==> config.mk <==
export PLATFORM = sky130hd
export DESIGN_NAME = ltvp_queue
export DESIGN_NICKNAME = d
export VERILOG_FILES = /design/src/sv/line_to_vanishing_point_classifier_assert.svh /design/src/sv/ltvp_queue.sv
export SDC_FILE = /design/constraint.sdc
export NUM_CORES = 1
export LEC_CHECK = 0
export BUFFER_PORTS_ARGS = -buffer_cell sky130_fd_sc_hd__clkbuf_2
export CAP_MARGIN = 15
export CORE_ASPECT_RATIO = 1.2
export CORE_MARGIN = 2
export CORE_UTILIZATION = 49
export DETAILED_ROUTE_END_ITERATION = 8
export PLACE_DENSITY_LB_ADDON = 0.05
export SLEW_MARGIN = 10
export SYNTH_ARGS = -nofsm -noshare
export SYNTH_HDL_FRONTEND = slang
export SYNTH_SLANG_ARGS = --single-unit
==> constraint.sdc <==
create_clock -name i_clk -period 1.7 [get_ports i_clk]
set_input_delay 0.17 -clock i_clk [delete_from_list [all_inputs] [get_ports i_clk]]
set_output_delay 0.17 -clock i_clk [all_outputs]
set_load 0.02 [all_outputs]
==> src/sv/line_to_vanishing_point_classifier_assert.svh <==
// Assertion macros shared by the classifier.
`ifndef LINE_TO_VANISHING_POINT_CLASSIFIER_ASSERT_SVH
`define LINE_TO_VANISHING_POINT_CLASSIFIER_ASSERT_SVH

// Same-cycle implication, checked out of reset.
`define LTVP_ASSERT_IMP(lbl, clk, rst_n, ante, cons) \
    lbl: assert property (@(posedge clk) disable iff (!rst_n) (ante) |-> (cons)) \
        else $error("ltvp assertion failed");

// Next-cycle implication, checked out of reset.
`define LTVP_ASSERT_NXT(lbl, clk, rst_n, ante, cons) \
    lbl: assert property (@(posedge clk) disable iff (!rst_n) (ante) |=> (cons)) \
        else $error("ltvp assertion failed");

`endif

==> src/sv/ltvp_queue.sv <==
`default_nettype none
module ltvp_queue #(
    parameter int WIDTH = 8,
    parameter int DEPTH = 2
) (
    input  wire logic             i_clk,
    input  wire logic             i_rst_n,
    input  wire logic             i_push,
    input  wire logic [WIDTH-1:0] i_data,
    output logic                  o_full,
    input  wire logic             i_pop,
    output logic [WIDTH-1:0]      o_data,
    output logic                  o_empty
);
    localparam int PW = (DEPTH > 1) ? $clog2(DEPTH) : 1;
    localparam int CW = $clog2(DEPTH + 1);

    logic [WIDTH-1:0] r_mem [DEPTH];
    logic [PW-1:0]    r_wp, r_rp;
    logic [CW-1:0]    r_cnt;
    logic             w_do_push, w_do_pop;

    assign o_full    = (r_cnt == CW'(DEPTH));
    assign o_empty   = (r_cnt == '0);
    assign w_do_push = i_push && !o_full;
    assign w_do_pop  = i_pop && !o_empty;
    assign o_data    = r_mem[r_rp];

    always_ff @(posedge i_clk) begin
        if (w_do_push) begin
            r_mem[r_wp] <= i_data;
        end
    end

    always_ff @(posedge i_clk) begin
        if (!i_rst_n) begin
            r_wp  <= '0;
            r_rp  <= '0;
            r_cnt <= '0;
        end else begin
            if (w_do_push) begin
                r_wp <= (r_wp == PW'(DEPTH - 1)) ? '0 : r_wp + 1'b1;
            end
            if (w_do_pop) begin
                r_rp <= (r_rp == PW'(DEPTH - 1)) ? '0 : r_rp + 1'b1;
            end
            if (w_do_push && !w_do_pop) begin
                r_cnt <= r_cnt + 1'b1;
            end else if (w_do_pop && !w_do_push) begin
                r_cnt <= r_cnt - 1'b1;
            end
        end
    end
endmodule
`default_nettype wire

## After elaboration in Yosys (flattened, before gate mapping)

Memory sizes are Yosys's and may differ from the RTL's. A register that Yosys moved wholly into a read port is not among the register bits.
Cells that the tools add are included.

| storage, ports and cells | value |
|---|---|
| bits in registers | 4 |
| memory bits (writable) | 16 |
| input port bits | 12 |
| output and inout bits | 10 |
| logic and storage cells | 27 |
| memories | 1 |

Memory list:

| name | words | width | read ports | clocked after Yosys merged registers in | write ports | line | RTL |
|---|---|---|---|---|---|---|---|
| r_mem | 2 | 8 | 1 | 1 | 1 | ltvp_queue.sv:18 | `logic [WIDTH-1:0] r_mem [DEPTH];` |

| cells by class | value |
|---|---|
| add/subtract/negate cells | 4 |
| eq/ne operators | 1 |
| mux-type cells | 8 |
| reductions and logical operators | 10 |

Operators by type and width:

| kind | count |
|---|---|
| 2-to-1 mux 1 bit | 6 |
| logical AND 1 bit | 4 |
| zero test 1 bit | 4 |
| 2-to-1 mux 2 bit | 2 |
| adder 1 bit, second input constant | 2 |
| adder 2 x 1 -> 2 bit, second input constant | 1 |
| == test 2 bit, second input constant | 1 |
| zero test 2 bit | 1 |
| nonzero test 2 bit | 1 |
| subtractor 2 x 1 -> 2 bit, second input constant | 1 |

## Longest topological paths before layout

Gate-level depths: netlist of run 1.

| logic depth | value |
|---|---|
| depth in word-level cells | 7 |
| gate-level depth with buffers | 7 |
| mapped depth without buffers | 7 |

## Worst setup path before layout of run 1

OpenSTA, ideal clock, no wires.

| path | value |
|---|---|
| path type | reg2reg |
| start | reg r_cnt[0] |
| end | reg r_cnt[1] |
| data arrival time | 1.444 ns |
| data required time | 1.630 ns |
| setup slack | 0.186 ns |
| cell stages (with the launch flop) | 7 |
| period minus slack after synthesis | 1.514 ns |
| path through | dfxtp_1 > nand2b_1 > inv_2 > nor2_1 > ha_1 > or3_1 > a21boi_1 |

| on the way | value |
|---|---|
| word-level cells in the longest chain between the ends | 6 |
| elaborated cells between the ends (all ways) | 15 |

RTL lines:

| item | line | RTL |
|---|---|---|
| start: declaration | ltvp_queue.sv:20 | `logic [CW-1:0] r_cnt;` |
| start signal: assignment | ltvp_queue.sv:48 | `r_cnt <= r_cnt + 1'b1;` |
| start signal: assignment | ltvp_queue.sv:50 | `r_cnt <= r_cnt - 1'b1;` |
| == test 2 bit * | ltvp_queue.sv:23 | `assign o_full = (r_cnt == CW'(DEPTH));` |
| via o_full | ltvp_queue.sv:10 | `output logic o_full,` |
| zero test 1 bit * | ltvp_queue.sv:25 | `assign w_do_push = i_push && !o_full;` |
| logical AND 1 bit * | ltvp_queue.sv:25 |  |
| zero test 1 bit | ltvp_queue.sv:49 | `end else if (w_do_pop && !w_do_push) begin` |
| logical AND 1 bit | ltvp_queue.sv:49 |  |
| nonzero test 2 bit (no line) | - |  |

Mark *: on every way through the listed nets, which the timed path passes. The rest lies on a longest branch. The select of a mux whose other input is x is not followed.
A chain may end at the register's enable or synchronous reset.

## Worst setup path after layout of run 1

| path | value |
|---|---|
| start | reg r_cnt[0] |
| end | reg r_cnt[1] |

| on the way | value |
|---|---|
| word-level cells in the longest chain between the ends | 6 |
| elaborated cells between the ends (all ways) | 15 |

RTL lines:

| item | line |
|---|---|
| == test 2 bit or zero test 2 bit (tied branches) | ltvp_queue.sv:23, ltvp_queue.sv:24 |
| zero test 1 bit, on equally long branches | ltvp_queue.sv:25, ltvp_queue.sv:26 |
| logical AND 1 bit, on equally long branches | ltvp_queue.sv:25, ltvp_queue.sv:26 |
| zero test 1 bit, on equally long branches | ltvp_queue.sv:49, ltvp_queue.sv:47 |
| logical AND 1 bit, on equally long branches | ltvp_queue.sv:49, ltvp_queue.sv:47 |
| nonzero test 2 bit (no line) or 2-to-1 mux 2 bit (tied branches) | - |

Parallel ways exist; a longest one is shown, timed or not. The select of a mux whose other input is x is not followed.

==> flow_summary.json, run 1 <==
{
  "hold_violations": 0,
  "relSlewSlack": 0.738,
  "setup_violations": 0,
  "ys_ff_latch": 21,
  "cap_violations": 0,
  "crit_fanout": 5,
  "tritoncts": "yes",
  "peakVddDrop_mv": 0.919,
  "fin_nets": 89,
  "drive_above_1_share": 0.480,
  "synthArstFlopShare": 0,
  "grt_max_degree": 13,
  "power_leakage_uw": 0.000391,
  "wl_um": 1040,
  "clock_latency_ps": 290,
  "die_y_um": 48.5,
  "gp_congestion": 0.683,
  "worstPathArrival_ps": 1780,
  "yosysWarnings": 0,
  "synth_top_cell_by_area": "edfxtp_1",
  "start_util": 0.505,
  "root_buffer": "clkbuf_4",
  "place_ws_ps": 144,
  "p_per_area_nw_per_um2": 1480,
  "path_clk_slew_ps": 110,
  "grt.overflow.total": 0,
  "rows": 16,
  "num_vias": 452,
  "slew_viol_final": 0,
  "place_area_um2": 940,
  "antenna_cells": 0,
  "postSynthCellCount": 50,
  "cts_sinks": 21,
  "crit_required_ps": 1930,
  "start_kind": "flop",
  "area_delta_synth_final_pct": 19.5,
  "synth_ff_type": "edfxtp_1",
  "cts_resized": 0,
  "multi_input_area_um2": 216,
  "drt_iter0_markers": 11,
  "core_area_um2": 1600,
  "synth_edf_count": 16,
  "synth_seq_area_share": 0.717,
  "grt_pass1_vias": 423,
  "nFillCells": 140,
  "fin_area_um2": 967,
  "timing.final.crit_share": 0.915,
  "synthTopCellsByArea": "edfxtp_1 59%, dfxtp_1 12%, mux2_2 11%, and2_1 2.3%, xnor2_1 2.2%",
  "drtAntennaViolNets": 0,
  "synth_top_cell_area_share": 0.594,
  "seqCellArea_um2": 581,
  "clock_path_buffers": 2,
  "setup_tns_ps": 0,
  "postCtsSetupBuffers": 0,
  "yosysMostFrequentCell": "edfxtp_1",
  "h-tree-depth": 1,
  "synthTopCellsByCount": "16 x edfxtp_1, 8 x mux2_2, 5 x dfxtp_1",
  "die_area_um2": 1990,
  "antenna_found_initial": 0,
  "status": "completed",
  "utilization": 0.604,
  "grt_pass1_wl_um": 1710,
  "hold_buffers": 0,
  "wl_per_cell_um": 11.2,
  "layout_setup_ws_ps": 145,
  "critPathKind": "flop to flop",
  "cp-end-kind": "flop",
  "syn-mean-instance-area_um2": 16.2,
  "drtPass1Iterations": 4,
  "synthesis.area_um2": 810,
  "track_usage": 0.123,
  "period_needed_ps": 1560,
  "pin_count": 22,
  "die_x_um": 41.1,
  "cts_buffers": 3,
  "rsz0062_at_grt": "false",
  "drcViolationCount": 0,
  "worstMarginPinSlew_ps": 393,
  "skew_ps": 6.82,
  "hold_path_class": "input port to flop",
  "via_per_inst": 4.86,
  "clock.fmax_mhz": 643,
  "ys_types": 20,
  "syn-num-nets": 63,
  "io_buffers": 21
}
[report_power, final]
group          total, uW  internal (uW)  leakage, uW  switching, uW
Sequential           722            654     0.000191           67.9
Clock                216           87.2    0.0000177            129
Combinational        494            229     0.000182            266
[flip-flops by register name, summed over array words and instances (netlist names), named ones only]
register / count
r_cnt: 2
r_mem: 16
r_rp: 1
r_wp: 1
[through the flow]
step,hold WS (ps),instances,power (uW)
after floorplan,269,50,1090
after global placement,360,89,1230
after detailed placement,365,89,1240
after CTS,58.6,93,1460
after global routing,51.9,93,1530
final,66.4,93,1430
[final cells by class]
cell class / instances / area share
multi-input combinational: 26 / 0.224
inverter: 2 / 0.00776
clock inverter: 1 / 0.00517
clock buffer: 3 / 0.0233
timing repair buffer: 22 / 0.116
sequential: 21 / 0.600
tap: 18 / 0.0233
[cell usage in the layout, fill, tap and decap left out, drive strengths merged]
| cell | synthesis | routed |
|---|---|---|
| a21boi | 2 | 2 |
| and2 | 3 | 3 |
| and3 | 1 | 1 |
| buf | 1 | 1 |
| clkbuf | 0 | 24 |
| clkinv | 0 | 1 |
| dfxtp | 5 | 5 |
| edfxtp | 16 | 16 |
| ha | 1 | 1 |
| inv | 2 | 2 |
| mux2 | 8 | 8 |
| nand2b | 1 | 1 |
| nor2 | 2 | 2 |
| nor3 | 1 | 1 |
| o21a | 1 | 1 |
| o21ai | 2 | 2 |
| or3 | 1 | 1 |
| xnor2 | 2 | 2 |
| xor2 | 1 | 1 |
[worst paths after layout]
| kind | slack [ps] | cells after the start | from | endpoint |
|---|---|---|---|---|
| setup / recovery | 140 | 6 | r_cnt[0] | r_cnt[1] |
| hold / removal | 70 | 1 | i_data[7] | r_mem[0][7] |
| setup reg to reg | 140 | 6 | r_cnt[0] | r_cnt[1] |
| hold reg to reg | 540 | 2 | r_cnt[1] | r_cnt[1] |
[critical path, cell delays in order, from the launching register on]
cell	delay (ps)
dfxtp_1	430
nand2b_1	180
inv_2	60
nor2_1	90
ha_1	260
or3_1	350
a21boi_1	140
[cells by family (layout without fill, tap and decap cells)]
kind of cell	count (synthesis)	after routing	share of synthesized area
compound gates	5	5	0.0402
buf+inv	3	28	0.0154
mux	8	8	0.111
simple gates	9	9	0.0680
xor+xnor	3	3	0.0325
fa+ha+maj	1	1	0.0155
flops	21	21	0.717
[per-layer routing]
metal,wire length [um],share of wire,track usage,up-vias
met5,0,0,0,-
met4,0,0,0.0161,0
met3,61,0.059,0.0413,0
met2,512,0.49,0.206,14
met1,462,0.45,0.155,206
li1,-,-,-,232
Note: power is estimated with default switching activity, not from simulation.
==> run 2, diff against run 1 <==
Settings changed: BUFFER_PORTS_ARGS -buffer_cell sky130_fd_sc_hd__clkbuf_2 to -buffer_cell sky130_fd_sc_hd__buf_2, CELL_PAD_IN_SITES_DETAIL_PLACEMENT from default to 0, CELL_PAD_IN_SITES_GLOBAL_PLACEMENT from default to 1, CORE_UTILIZATION 49 to 40, RECOVER_POWER from default to 25.
==> flow_summary.json, run 2 (same netlist as run 1, synthesis figures left out) <==
{
  "status": "completed",
  "rsz0062_at_grt": "false",
  "worstPathArrival_ps": 1380,
  "drtAntennaViolNets": 0,
  "h-tree-depth": 1,
  "period_needed_ps": 1550,
  "cts_resized": 0,
  "cts_sinks": 21,
  "fin_nets": 90,
  "hold_path_class": "input port to flop",
  "timing.final.crit_share": 0.912,
  "drtPass1Iterations": 4,
  "fin_area_um2": 975,
  "antenna_cells": 0,
  "die_x_um": 45.1,
  "root_buffer": "clkbuf_4",
  "num_vias": 470,
  "grt.overflow.total": 0,
  "relSlewSlack": 0.723,
  "dp_hpwl_um": 862,
  "place_area_um2": 948,
  "die_y_um": 53.3,
  "tritoncts": "yes",
  "rows": 17,
  "skew_ps": 10.6,
  "wl_per_cell_um": 12.1,
  "p_per_area_nw_per_um2": 1490,
  "crit_required_ps": 1530,
  "track_usage": 0.116,
  "clock_latency_ps": 290,
  "io_buffers": 21,
  "area_delta_synth_final_pct": 20.4,
  "grt_pass1_wl_um": 1910,
  "peakVddDrop_mv": 0.699,
  "layout_common_cells": "21 x buf_2, 16 x edfxtp_1, 8 x mux2_2, 5 x dfxtp_1",
  "pin_count": 22,
  "start_util": 0.432,
  "clock.fmax_mhz": 645,
  "core_area_um2": 1870,
  "grt_max_degree": 12,
  "top_regs": "r_mem: 16 flops, r_cnt: 2 flops",
  "r2r_slack_ps": 150,
  "cap_violations": 0,
  "crit_fanout": 8,
  "antenna_found_initial": 0,
  "whs_ps": 59.8,
  "start_kind": "flop",
  "total_power_uw": 1450,
  "mostFrequentLayoutCell": "buf_2",
  "critPathKind": "flop to primary output",
  "largest_register": "r_mem",
  "grt_pass1_vias": 429,
  "postCtsSetupBuffers": 0,
  "wl_um": 1150,
  "clock_path_buffers": 2,
  "path_clk_slew_ps": 110,
  "gp_congestion": 0.648,
  "cts_buffers": 3,
  "via_per_inst": 4.95,
  "hold_buffers": 0,
  "power_leakage_uw": 0.000389,
  "largest_register_ff_count": 16,
  "setup_violations": 0,
  "setup_tns_ps": 0,
  "worstMarginPinSlew_ps": 415,
  "cp-end-kind": "primary output",
  "drive_above_1_share": 0.474,
  "die_area_um2": 2400,
  "slew_viol_final": 0,
  "drt_iter0_markers": 2,
  "hold_violations": 0,
  "nFillCells": 177,
  "drcViolationCount": 0
}
[run 2: final timing paths]
kind	from	endpoint	cells after the start
max	flop	o_data[1]	2
min	i_data[0]	r_mem[1][0]	1
max reg2reg	r_cnt[0]	r_cnt[1]	6
min reg2reg	r_cnt[1]	r_cnt[1]	2
[run 2: final cells by class]
class / count / area [um2] / area share
clock buffer: 4 / 26.3 / 0.0270
timing repair buffer: 23 / 120 / 0.123
multi-input combinational: 26 / 216 / 0.222
inverter: 2 / 7.51 / 0.00770
sequential: 21 / 581 / 0.596
tap: 19 / 23.8 / 0.0244
[run 2: metal layers]
layer / wire [um] / track usage / vias to the layer above
li1: - / - / 238
met1: 465 / 0.129 / 214
met2: 596 / 0.195 / 16
met3: 80 / 0.0375 / 2
met4: 11 / 0.0588 / 0
met5: 0 / 0 / -
[run 2: per-stage QoR]
stage,util,instances,worst slack (ps)
3_3_place_gp,0.507,91,184
6_report,0.521,95,150
5_1_grt,0.521,95,51.2
4_1_cts,0.521,95,113
3_5_place_dp,0.507,91,163
2_1_floorplan,-,50,186
[run 2: critical path: stages, from the launching register on]
cell and delay, ps:
dfxtp_1 560, mux2_2 380, buf_2 160
[run 2: where the power goes]
group	internal (uW)	switching, uW	total, uW
sequential	655	67.2	722
combinational	238	268	506
clock	91.1	134	225
total	984	469	1450
