**config.mk**
```make
export PLATFORM = sky130hd
export DESIGN_NAME = ltvp_front
export DESIGN_NICKNAME = d
export VERILOG_FILES = /design/src/sv/line_to_vanishing_point_classifier_assert.svh /design/src/sv/ltvp_pkg.sv /design/src/sv/ltvp_front.sv
export SDC_FILE = /design/constraint.sdc
export NUM_CORES = 1
export LEC_CHECK = 0
export ABC_AREA = 0
export BUFFER_PORTS_ARGS = -buffer_cell sky130_fd_sc_hd__buf_2
export CORE_AREA = 4 4 199 201
export CTS_CLUSTER_SIZE = 40
export DETAILED_ROUTE_END_ITERATION = 7
export DIE_AREA = 0 0 203 205
export SYNTH_ARGS = -nofsm -noshare
export SYNTH_HDL_FRONTEND = slang
export SYNTH_SLANG_ARGS = --single-unit
```
**constraint.sdc**
```tcl
create_clock -name i_clk -period 10 [get_ports i_clk]
set_clock_uncertainty 0.15 [all_clocks]
set_input_delay 2 -clock i_clk [delete_from_list [all_inputs] [get_ports i_clk]]
set_output_delay 2 -clock i_clk [all_outputs]
set_load 0.1 [all_outputs]
```
**src/sv/line_to_vanishing_point_classifier_assert.svh**
```systemverilog
// Assertion macros shared by the classifier.
`ifndef LINE_TO_VANISHING_POINT_CLASSIFIER_ASSERT_SVH
`define LINE_TO_VANISHING_POINT_CLASSIFIER_ASSERT_SVH

// Same-cycle implication, checked out of reset.
`define LTVP_ASSERT_IMP(lbl, clk, rst_n, ante, cons) \
    lbl: assert property (@(posedge clk) disable iff (!rst_n) (ante) |-> (cons)) \
        else $error("ltvp assertion failed");

// Next-cycle implication, checked out of reset.
`define LTVP_ASSERT_NXT(lbl, clk, rst_n, ante, cons) \
    lbl: assert property (@(posedge clk) disable iff (!rst_n) (ante) |=> (cons)) \
        else $error("ltvp assertion failed");

`endif

```
**src/sv/ltvp_pkg.sv**
```systemverilog
`default_nettype none
package ltvp_pkg;

    localparam int COORD_W  = 16;
    localparam int VP_W     = 32;
    localparam int THR_W    = 16;
    localparam int IDX_W    = 16;
    localparam int NUM_VP   = 3;
    localparam int D_W      = 17;   // endpoint difference
    localparam int W_W      = 34;   // twice midpoint-to-point vector
    localparam int P_W      = 51;   // d * w
    localparam int DOT_W    = 52;
    localparam int AD_W     = 52;
    localparam int SQ_W     = 67;   // w squared
    localparam int NW_W     = 68;
    localparam int DX2_W    = 33;
    localparam int ND_W     = 34;
    localparam int T2_W     = 32;
    localparam int D2_W     = 2 * AD_W;
    localparam int NDT_W    = ND_W + T2_W;
    localparam int CR_W     = D2_W + NW_W;
    localparam int CMP_W    = NDT_W + NW_W;
    localparam int LHS_SHIFT = 30;
    localparam int MUL_LIMB  = 32;
    localparam int MUL_TERMS = 16;
    localparam int MUL_LAT   = 5;

    localparam logic [THR_W-1:0] THR_RESET = 16'd32589;
    localparam logic [1:0]       CLUSTER_NONE = 2'd3;

    typedef enum logic [2:0] {
        CFG_VP0_X = 3'd0,
        CFG_VP0_Y = 3'd1,
        CFG_VP1_X = 3'd2,
        CFG_VP1_Y = 3'd3,
        CFG_VP2_X = 3'd4,
        CFG_VP2_Y = 3'd5,
        CFG_COS_THR = 3'd6
    } t_cfg_reg;

    typedef struct packed {
        logic [COORD_W-1:0] start_x;
        logic [COORD_W-1:0] start_y;
        logic [COORD_W-1:0] end_x;
        logic [COORD_W-1:0] end_y;
        logic               frame_start;
    } t_seg_in;

    typedef struct packed {
        logic [IDX_W-1:0] segment_index;
        logic [1:0]       cluster;
    } t_seg_out;

    // Segment after the front end: differences and point vectors.
    typedef struct packed {
        logic [IDX_W-1:0]            idx;
        logic [D_W-1:0]              dx;
        logic [D_W-1:0]              dy;
        logic [NUM_VP-1:0][W_W-1:0]  wx;
        logic [NUM_VP-1:0][W_W-1:0]  wy;
    } t_cls;

    typedef struct packed {
        logic [IDX_W-1:0]  idx;
        logic              zero;
        logic [NUM_VP-1:0] vld;
    } t_sb;

endpackage
`default_nettype wire

```
**src/sv/ltvp_front.sv**
```systemverilog
`default_nettype none
module ltvp_front #(
    parameter int INDEX_WIDTH = 16
) (
    input  wire logic                        i_clk,
    input  wire logic                        i_rst_n,
    input  wire logic                        i_accept,
    input  wire ltvp_pkg::t_seg_in           i_seg,
    input  wire logic [ltvp_pkg::NUM_VP-1:0][ltvp_pkg::VP_W-1:0] i_vp_x,
    input  wire logic [ltvp_pkg::NUM_VP-1:0][ltvp_pkg::VP_W-1:0] i_vp_y,
    output ltvp_pkg::t_cls                   o_ent
);
    logic [INDEX_WIDTH-1:0]       r_cnt;
    logic [INDEX_WIDTH-1:0]       w_cur;
    logic [ltvp_pkg::D_W-1:0]     w_sx, w_sy;

    assign w_cur = i_seg.frame_start ? '0 : r_cnt;
    assign w_sx  = {1'b0, i_seg.start_x} + {1'b0, i_seg.end_x};
    assign w_sy  = {1'b0, i_seg.start_y} + {1'b0, i_seg.end_y};

    always_comb begin
        o_ent.idx = ltvp_pkg::IDX_W'(w_cur);
        o_ent.dx  = $signed({1'b0, i_seg.start_x}) - $signed({1'b0, i_seg.end_x});
        o_ent.dy  = $signed({1'b0, i_seg.start_y}) - $signed({1'b0, i_seg.end_y});
        for (int j = 0; j < ltvp_pkg::NUM_VP; j++) begin
            o_ent.wx[j] = $signed({i_vp_x[j][ltvp_pkg::VP_W-1], i_vp_x[j], 1'b0})
                        - $signed({17'b0, w_sx});
            o_ent.wy[j] = $signed({i_vp_y[j][ltvp_pkg::VP_W-1], i_vp_y[j], 1'b0})
                        - $signed({17'b0, w_sy});
        end
    end

    always_ff @(posedge i_clk) begin
        if (!i_rst_n) begin
            r_cnt <= '0;
        end else if (i_accept) begin
            r_cnt <= w_cur + 1'b1;
        end
    end
endmodule
`default_nettype wire

```
---- Word level (Yosys, flattened, before mapping) ----
Index checks and enable logic that the tools add are counted.
storage, ports and cells
  register bits ........................... 16
  bits of input ports ..................... 260
  word-level logic and storage cells ...... 13
cells by class
  add/subtract/negate cells ............... 11
  multiplexer cells ....................... 1
operators with widths
  cell                   count
  $sub 33x18->34         6
  $add 16x16->17         2
  $sub 16x16->17         2
  $add 16x1->16 const B  1
  $mux 16                1

---- Longest topological paths before layout ----
Gate-level depths: netlist (run 1).
  depth after elaboration ................. 2
  mapped depth ............................ 24
  mapped depth without buffers ............ 23

---- Worst setup path before layout (run 1) ----
OpenSTA, ideal clock, no wires.
  path type ............................... input to output
  from .................................... in i_seg[17] in the netlist's numbering
  to ...................................... out o_ent[165] in the netlist's numbering
  arrival ................................. 7567 ps
  slack ................................... 283 ps
  stages on the path ...................... 22
  path buffers ............................ 1
  cell sequence ........................... ha_1 -> inv_1 -> fa_1 -> o21bai_1 -> nand2_1 -> a21oi_1 -> nor2_1 -> nor3_1 -> nor2_1 -> xnor2_1 -> ha_1 -> and3_1 -> a2111oi_0 -> maj3_1 -> o221a_2 -> o221a_2 -> nor3_1 -> o21a_1 -> or2_2 -> clkbuf_1 -> nand2b_1 -> xnor2_1
RTL lines
  item                RTL line          text
  start: declaration  ltvp_front.sv:8   input wire ltvp_pkg::t_seg_in i_seg,
  end: declaration    ltvp_front.sv:11  output ltvp_pkg::t_cls o_ent

==> key figures, run 1 <==
Drt
  • Total routed wirelength: between 40 and 50 mm
  • DRT Pass-1 Iters: 5
  • Routed wire per std cell: approximately 18 microns
  • Antenna viol nets, final: 0
  • Via/cell ratio: 5.11
  • Final routed DRC violation total: 0
  • Initial DRC Count: roughly 700
  • Routed via count: 12900

Global routing
  • Largest net degree at the start of global routing: 21
  • Vias in the first global route: 12400
  • Initial antenna violation count: 23
  • Gr ovfl total: 0
  • Overall routing resource usage: 20.2%
  • First-pass GRT wire length: 68.9 mm

Worst setup path
  • Setup CP Type: in2out
  • Critical path endpoint category: primary output
  • Reg2Reg Setup Slack: between 7000 and 8000 ps
  • Arr. time, crit path: 7420 ps
  • Largest delay contributor family on the critical path: compound AO/OA/AOI/OAI gates
  • CP max stage cell: buf_2
  • Critical path fanouts, max: 7
  • Crit path buf inv count: 3
  • Worst r2r src: r_cnt[0]
  • Critical-path cell list: buf_2 > ha_1 > inv_1 > fa_1 > o21bai_1 > nand2_1 > a21oi_1 > nor2_1 > nor3_1 > nor2_1 > xnor2_1 > ha_1 > and2_1 > a22o_1 > a311o_1 > a21oi_1 > o221ai_1 > a221oi_1 > nor3_1 > maj3_1 > nand2_1 > nand2_1 > xnor2_1 > buf_2
  • CP max stage delay: 450 ps
  • Worst Setup SP: i_seg[17]
  • CP dominant cell by count: nand2_1
  • Required time of the critical path: 7850 ps
  • Startpoint Class: input pin

Cells and area
  • Most common cell after layout, fill and taps aside: buf_2
  • Final std cells w/o fill: 2530
  • Largest Register: r_cnt
  • Fraction of layout instances using a drive strength above 1: 28.3%
  • Sequential cell area: ~320 sq um
  • Max reg flops: 16
  • Fin util: 37.2%
  • Final net count: 2399
  • Fillcell total: just over 4000
  • Multi-input gate area: 9730 sq um
  • Most frequent cells in the layout: buf_2 (504), xnor2_1 (160), nor2_1 (146)
  • Syn-to-layout area delta: 30.2%
  • Biggest regs: r_cnt (16)

Synth
  • Syn Std Cell Area: 10700 sq um
  • Area leader, netlist: ha_1
  • Area contributors post-synth: ha_1 (14%), xnor2_1 (13%), xor2_1 (7.5%)
  • Commonest register cell after synthesis: dfxtp_1
  • Share of synthesized registers carrying an async set or reset: 0%
  • Distinct cells, synth: 98
  • Syn Nets: 1923
  • FF+latch count, synth: 16
  • Gate Count Post-Synth: 1534
  • Register area share after synthesis: 2.98%
  • EDFF count, synth: 0
  • Mean Syn Cell Area: 7.00 sq um
  • Top cell type's share of synthesized area: 13.9%
  • YS warnings: 0

STA
  • Fin crit share: 95.7%
  • RSZ-0062 raised after global routing: no
  • F_max: roughly 100 MHz
  • Fin crit period: 9570 ps
  • Fin. Hold Viols: 0
  • Setup TNS: 0 ps
  • Relative slew slack: 23.2%
  • Finish-stage setup viols: 0
  • Final Max Slew Viols: 0
  • Measured slew at the worst slew-check pin: 1140 ps
  • Setup ws final: 427 ps

Hold path
  • HP Start: r_cnt[0]
  • HP Class: reg2reg

Job
  • Maxcap violations: 0

Die
  • Die Wd: 203 microns
  • Die area: 41600 sq um
  • Initial Utilization: about 29%
  • Core ar.: 37600 sq um
  • I/O pin cnt: 514
  • Row Count: 71
  • Die Height: between 200 and 250 microns

Placement
  • Placed Cells: 2516
  • # port buffers: 513
  • Pre-CTS setup slack: 462 ps
  • Final GP Congestion: 0.909
  • Post-DP HPWL: roughly 41 mm

Clock network
  • Root buffer cell: clkbuf_16
  • CTS Buf Count: 3
  • CTS tree: yes
  • Post-CTS setup buffer count: 0
  • CTS sink cnt: 16
  • CTS H-Tree Depth: 1
  • Clk buf depth: 2
  • Worst skew pair latency: 250 ps
  • Worst-path clk slew: 50 ps
  • # hold bufs at CTS: 0

Power
  • Pwr dens: 258 nW/um^2
  • Clk network pwr share: 2.4%
  • Gate power share: between 90% and 100%
  • Leak pwr: 6.63 nW
  • Maximum vdd ir drop: 185 uV
  • Tot Pwr: 3.60 mW
  • Sw frac: about four fifths
  • Internal cell power: 783 uW
  • Seq pwr share: 1.8%
  • P_sw: 2.82 mW

Status
  • Status: finished, final reports clean
==> cells in the mapped netlist (7+ instances only) <==
cell,count
fa_1,10
ha_1,119
a21oi_1,91
a21o_1,26
nor2b_1,45
and2_1,23
o21bai_1,8
o21a_1,21
o31ai_1,16
nor3_1,52
o22ai_1,9
and3_1,17
o21ai_0,71
a211oi_1,21
clkbuf_1,30
xor2_1,92
maj3_1,19
or3_1,23
nand2_1,109
nor4_1,24
nand2b_1,29
a21boi_0,10
dfxtp_1,16
buf_4,7
a31oi_1,9
or4_1,12
buf_2,8
xnor2_1,160
o21ai_1,7
inv_1,115
nor2_1,146
nand3_1,35
==> layout make-up <==
type,instances,share of cell area [%]
Antenna cell,10,0.179
Clock buffer,4,0.635
Sequential cell,16,2.29
Timing Repair Buffer,522,19.6
Multi-Input combinational cell,1351,69.6
Tap cell,511,4.57
Inverter,116,3.11
==> path summary, 6_finish.rpt <==
kind / end / cells after the start
setup / recovery: o_ent[189] / 24
hold / removal: r_cnt[0] / 1
hold reg to reg: r_cnt[0] / 1
setup reg to reg: r_cnt[12] / 7
==> metrics by stage <==
step	hold WS (ps)	instance area, sq um
2_1_floorplan	318	10700
3_3_place_gp	347	13900
3_5_place_dp	345	13900
4_1_cts	365	13900
5_1_grt	384	14000
6_report	367	14000
==> layer usage <==
| metal | track usage, % | vias up | share of wire [%] |
|---|---|---|---|
| li1 | - | 6395 | - |
| met1 | 25.5 | 6051 | 43 |
| met2 | 35.7 | 400 | 49 |
| met3 | 4.04 | 72 | 6.3 |
| met4 | 4.24 | 22 | 2.0 |
| met5 | 0 | - | 0.29 |
==> repair_timing <==
action                                 in CTS  in global routing
resized for setup                           0                  2
endpoints found under the hold margin       0                  0
setup endpoints to repair                   0                  2
==> logic make-up (layout without fill, tap and decap cells) <==
logic type                 Yosys count  in the layout  synth area share, %
and+or+nand+nor                    564            564                 27.0
AOI/OAI and AO/OA                  377            377                 24.2
xor gates and xnor gates           254            254                 21.0
buffers and inverters              167            642                 6.46
adders and majority gates          154            154                 18.1
DFF                                 16             16                 2.98
muxes                                2              2                0.198
other                                0             10                    0
==> power by group through the flow <==
stage	sequential, mW	combinational [mW]	clock, mW
2_1_floorplan	0.0659	2.83	0
3_3_place_gp	0.0660	3.44	0
3_5_place_dp	0.0660	3.45	0
4_1_cts	0.0647	3.46	0.0884
5_1_grt	0.0647	3.60	0.0919
6_report	0.0647	3.45	0.0877
(Power assumes the default switching activity.)
==> run 2, diff against run 1 <==
CORE_AREA = 4 4 198 200   (was 4 4 199 201)
DIE_AREA = 0 0 202 204   (was 0 0 203 205)
PLACE_DENSITY = 0.62   (was unset)
SLEW_MARGIN = 5   (was unset)
clock period = 8.05 ns   (was 10 ns; I/O delays follow)
==> run 2 against run 1 <==
Power up 41%. Cell count up 5.7%. Non-clock buffer count up 134. First-iteration DRC count down 14%. Utilization up 11 points. Sequential power up 24%. Cell area up 30%. Via count up 5.1%. Critical path type unchanged.
==> key figures, run 2 (synthesized netlist as in run 1, its figures left out) <==
Clock network
  • Clk buf depth: 2
  • Root buffer cell: clkbuf_16
  • CTS Buf Count: 3
  • Worst-path clk slew: 50 ps
  • CTS tree: yes
  • CTS H-Tree Depth: 1
  • CTS sink cnt: 16
  • # hold bufs at CTS: 0
  • Worst skew pair latency: 240 ps

Drt
  • Antenna viol nets, final: 0
  • Final routed DRC violation total: 0
  • DRT Pass-1 Iters: 5
  • Routed wire per std cell: roughly 18 microns
  • Initial DRC Count: 598
  • Routed via count: 13600
  • Via/cell ratio: 5.08
  • Total routed wirelength: 48.8 mm

Worst setup path
  • RR Endpoint: r_cnt[6]
  • CP max stage cell: maj3_2
  • Reg2Reg Setup Slack: 5840 ps
  • Arr. time, crit path: 6140 ps
  • Critical path fanouts, max: 6
  • Worst reg-to-reg path cell count: 6
  • Setup CP Type: in2out
  • Critical-path cell list: buf_2 > inv_1 > ha_1 > nand2b_4 > a221oi_4 > o21ai_0 > nand2b_1 > a21oi_1 > nor2_1 > nor2_1 > xnor2_2 > ha_1 > o21a_1 > o31ai_1 > a31oi_1 > maj3_2 > maj3_2 > nor3b_4 > o21a_1 > nor3_1 > xor2_2 > buf_12
  • Worst r2r src: r_cnt[0]
  • Startpoint Class: input pin
  • Critical path endpoint category: primary output
  • CP max stage delay: between 300 and 400 ps
  • Largest delay contributor family on the critical path: adder cells
  • Crit path buf inv count: 3
  • Required time of the critical path: ~6300 ps

Hold path
  • Min-Delay Endpoint: r_cnt[0]
  • HP Class: reg2reg
  • HP Start: r_cnt[0]
  • Hold Crit Depth: 1

Cells and area
  • Syn-to-layout area delta: 68.7%
  • Final net count: 2533
  • Fraction of layout instances using a drive strength above 1: 41.2%
  • Biggest regs: r_cnt (16)
  • Most frequent cells in the layout: buf_2 (397), nor2_1 (140), buf_4 (140)
  • Fillcell total: 3611
  • Final instance area: 18100 sq um
  • Most common cell after layout, fill and taps aside: buf_2
  • Max reg flops: 16
  • Largest Register: r_cnt

Die
  • Core ar.: 37400 sq um
  • Initial Utilization: 28.7%
  • Die Wd: slightly above 200 microns
  • Row Count: 71
  • Die Height: 204 microns
  • Die area: around 41000 sq um
  • I/O pin cnt: 514

STA
  • Relative slew slack: about 24%
  • Finish-stage setup viols: 0
  • Fin crit period: 7900 ps
  • Fin. Hold Viols: 0
  • Fin crit share: 98.1%
  • F_max: 127 MHz
  • RSZ-0062 raised after global routing: yes
  • Final Max Slew Viols: 0
  • Measured slew at the worst slew-check pin: ~1100 ps

Placement
  • Final GP Congestion: around 0.93
  • Post-DP HPWL: 42.9 mm
  • # port buffers: 513
  • DP Area: about 17000 sq um

Global routing
  • Overall routing resource usage: a little over a fifth
  • First-pass GRT wire length: 72.0 mm
  • Initial antenna violation count: 23
  • Vias in the first global route: 13100
  • Largest net degree at the start of global routing: 21
  • Gr ovfl total: 0

Job
  • Maxcap violations: 0

Power
  • Tot Pwr: between 5 and 6 mW
  • Leak pwr: between 8 and 9 nW
  • Pwr dens: 280 nW/um^2
  • Maximum vdd ir drop: 313 uV

Status
  • Status: finished, final reports clean
[run 2: cell types whose count changed in the layout (fill, tap and decap cells not counted), sizes merged]
cell      previous run  this run
buf                520       655
inv                116       115
clkinvlp             0         1
clkbuf               6         5
diode               10        21
[run 2: final cells by class]
type                    instances  area, sq um  area share (%)
multi-input cells            1351        11200            61.7
repair buffers                656         5400            29.8
well taps                     511          639            3.53
inverters                     116          439            2.43
flip-flops and latches         16          320            1.77
clock buffers                   4         88.8           0.491
diodes                         21         52.6           0.290
[run 2: per-layer routing]
metal,part of all wire [%],global-route usage [%]
met5,0.049,0
met1,42,26.4
met3,4.9,2.78
met4,3.3,8.20
met2,50,37.9
[run 2: where the power goes]
part	leakage (nW)	switching, mW	internal (mW)	total [mW]
sequential	0.129	0.000568	0.0799	0.0805
clock	0.0443	0.0319	0.0755	0.107
combinational	8.18	3.63	1.25	4.88
total	8.36	3.66	1.40	5.07
[run 2: how the worst max path moves through the flow]
stage,from,to,slack (ps),cells past startpoint
after floorplan,i_seg[17],o_ent[158],-550,21
after global placement,i_seg[50],o_ent[201],-360,26
after detailed placement,i_seg[50],o_ent[201],-470,26
after CTS,i_seg[49],o_ent[125],2,26
after global routing,i_seg[49],o_ent[201],-130,25
final,i_seg[2],o_ent[86],150,22
[run 2: stage by stage]
| step | utilization (%) | worst slack (ps) | hold WS (ps) | cells | TNS, ps |
|---|---|---|---|---|---|
| after floorplan | - | -552 | 318 | 1534 | -1820 |
| after detailed placement | 45.9 | -474 | 372 | 2630 | -9150 |
| after global routing | 48.4 | -127 | 406 | 2675 | -735 |
| after CTS | 46.8 | 2.47 | 384 | 2643 | 0 |
| after global placement | 45.9 | -357 | 333 | 2630 | -5750 |
| final | 48.4 | 151 | 386 | 2675 | 0 |
[run 2: repair_timing]
item | in CTS | in global routing
setup buffers | 10 | 12
pin swaps | 33 | 55
resized for setup | 36 | 97
cloned | 0 | 0
endpoints found under the setup margin | 52 | 92
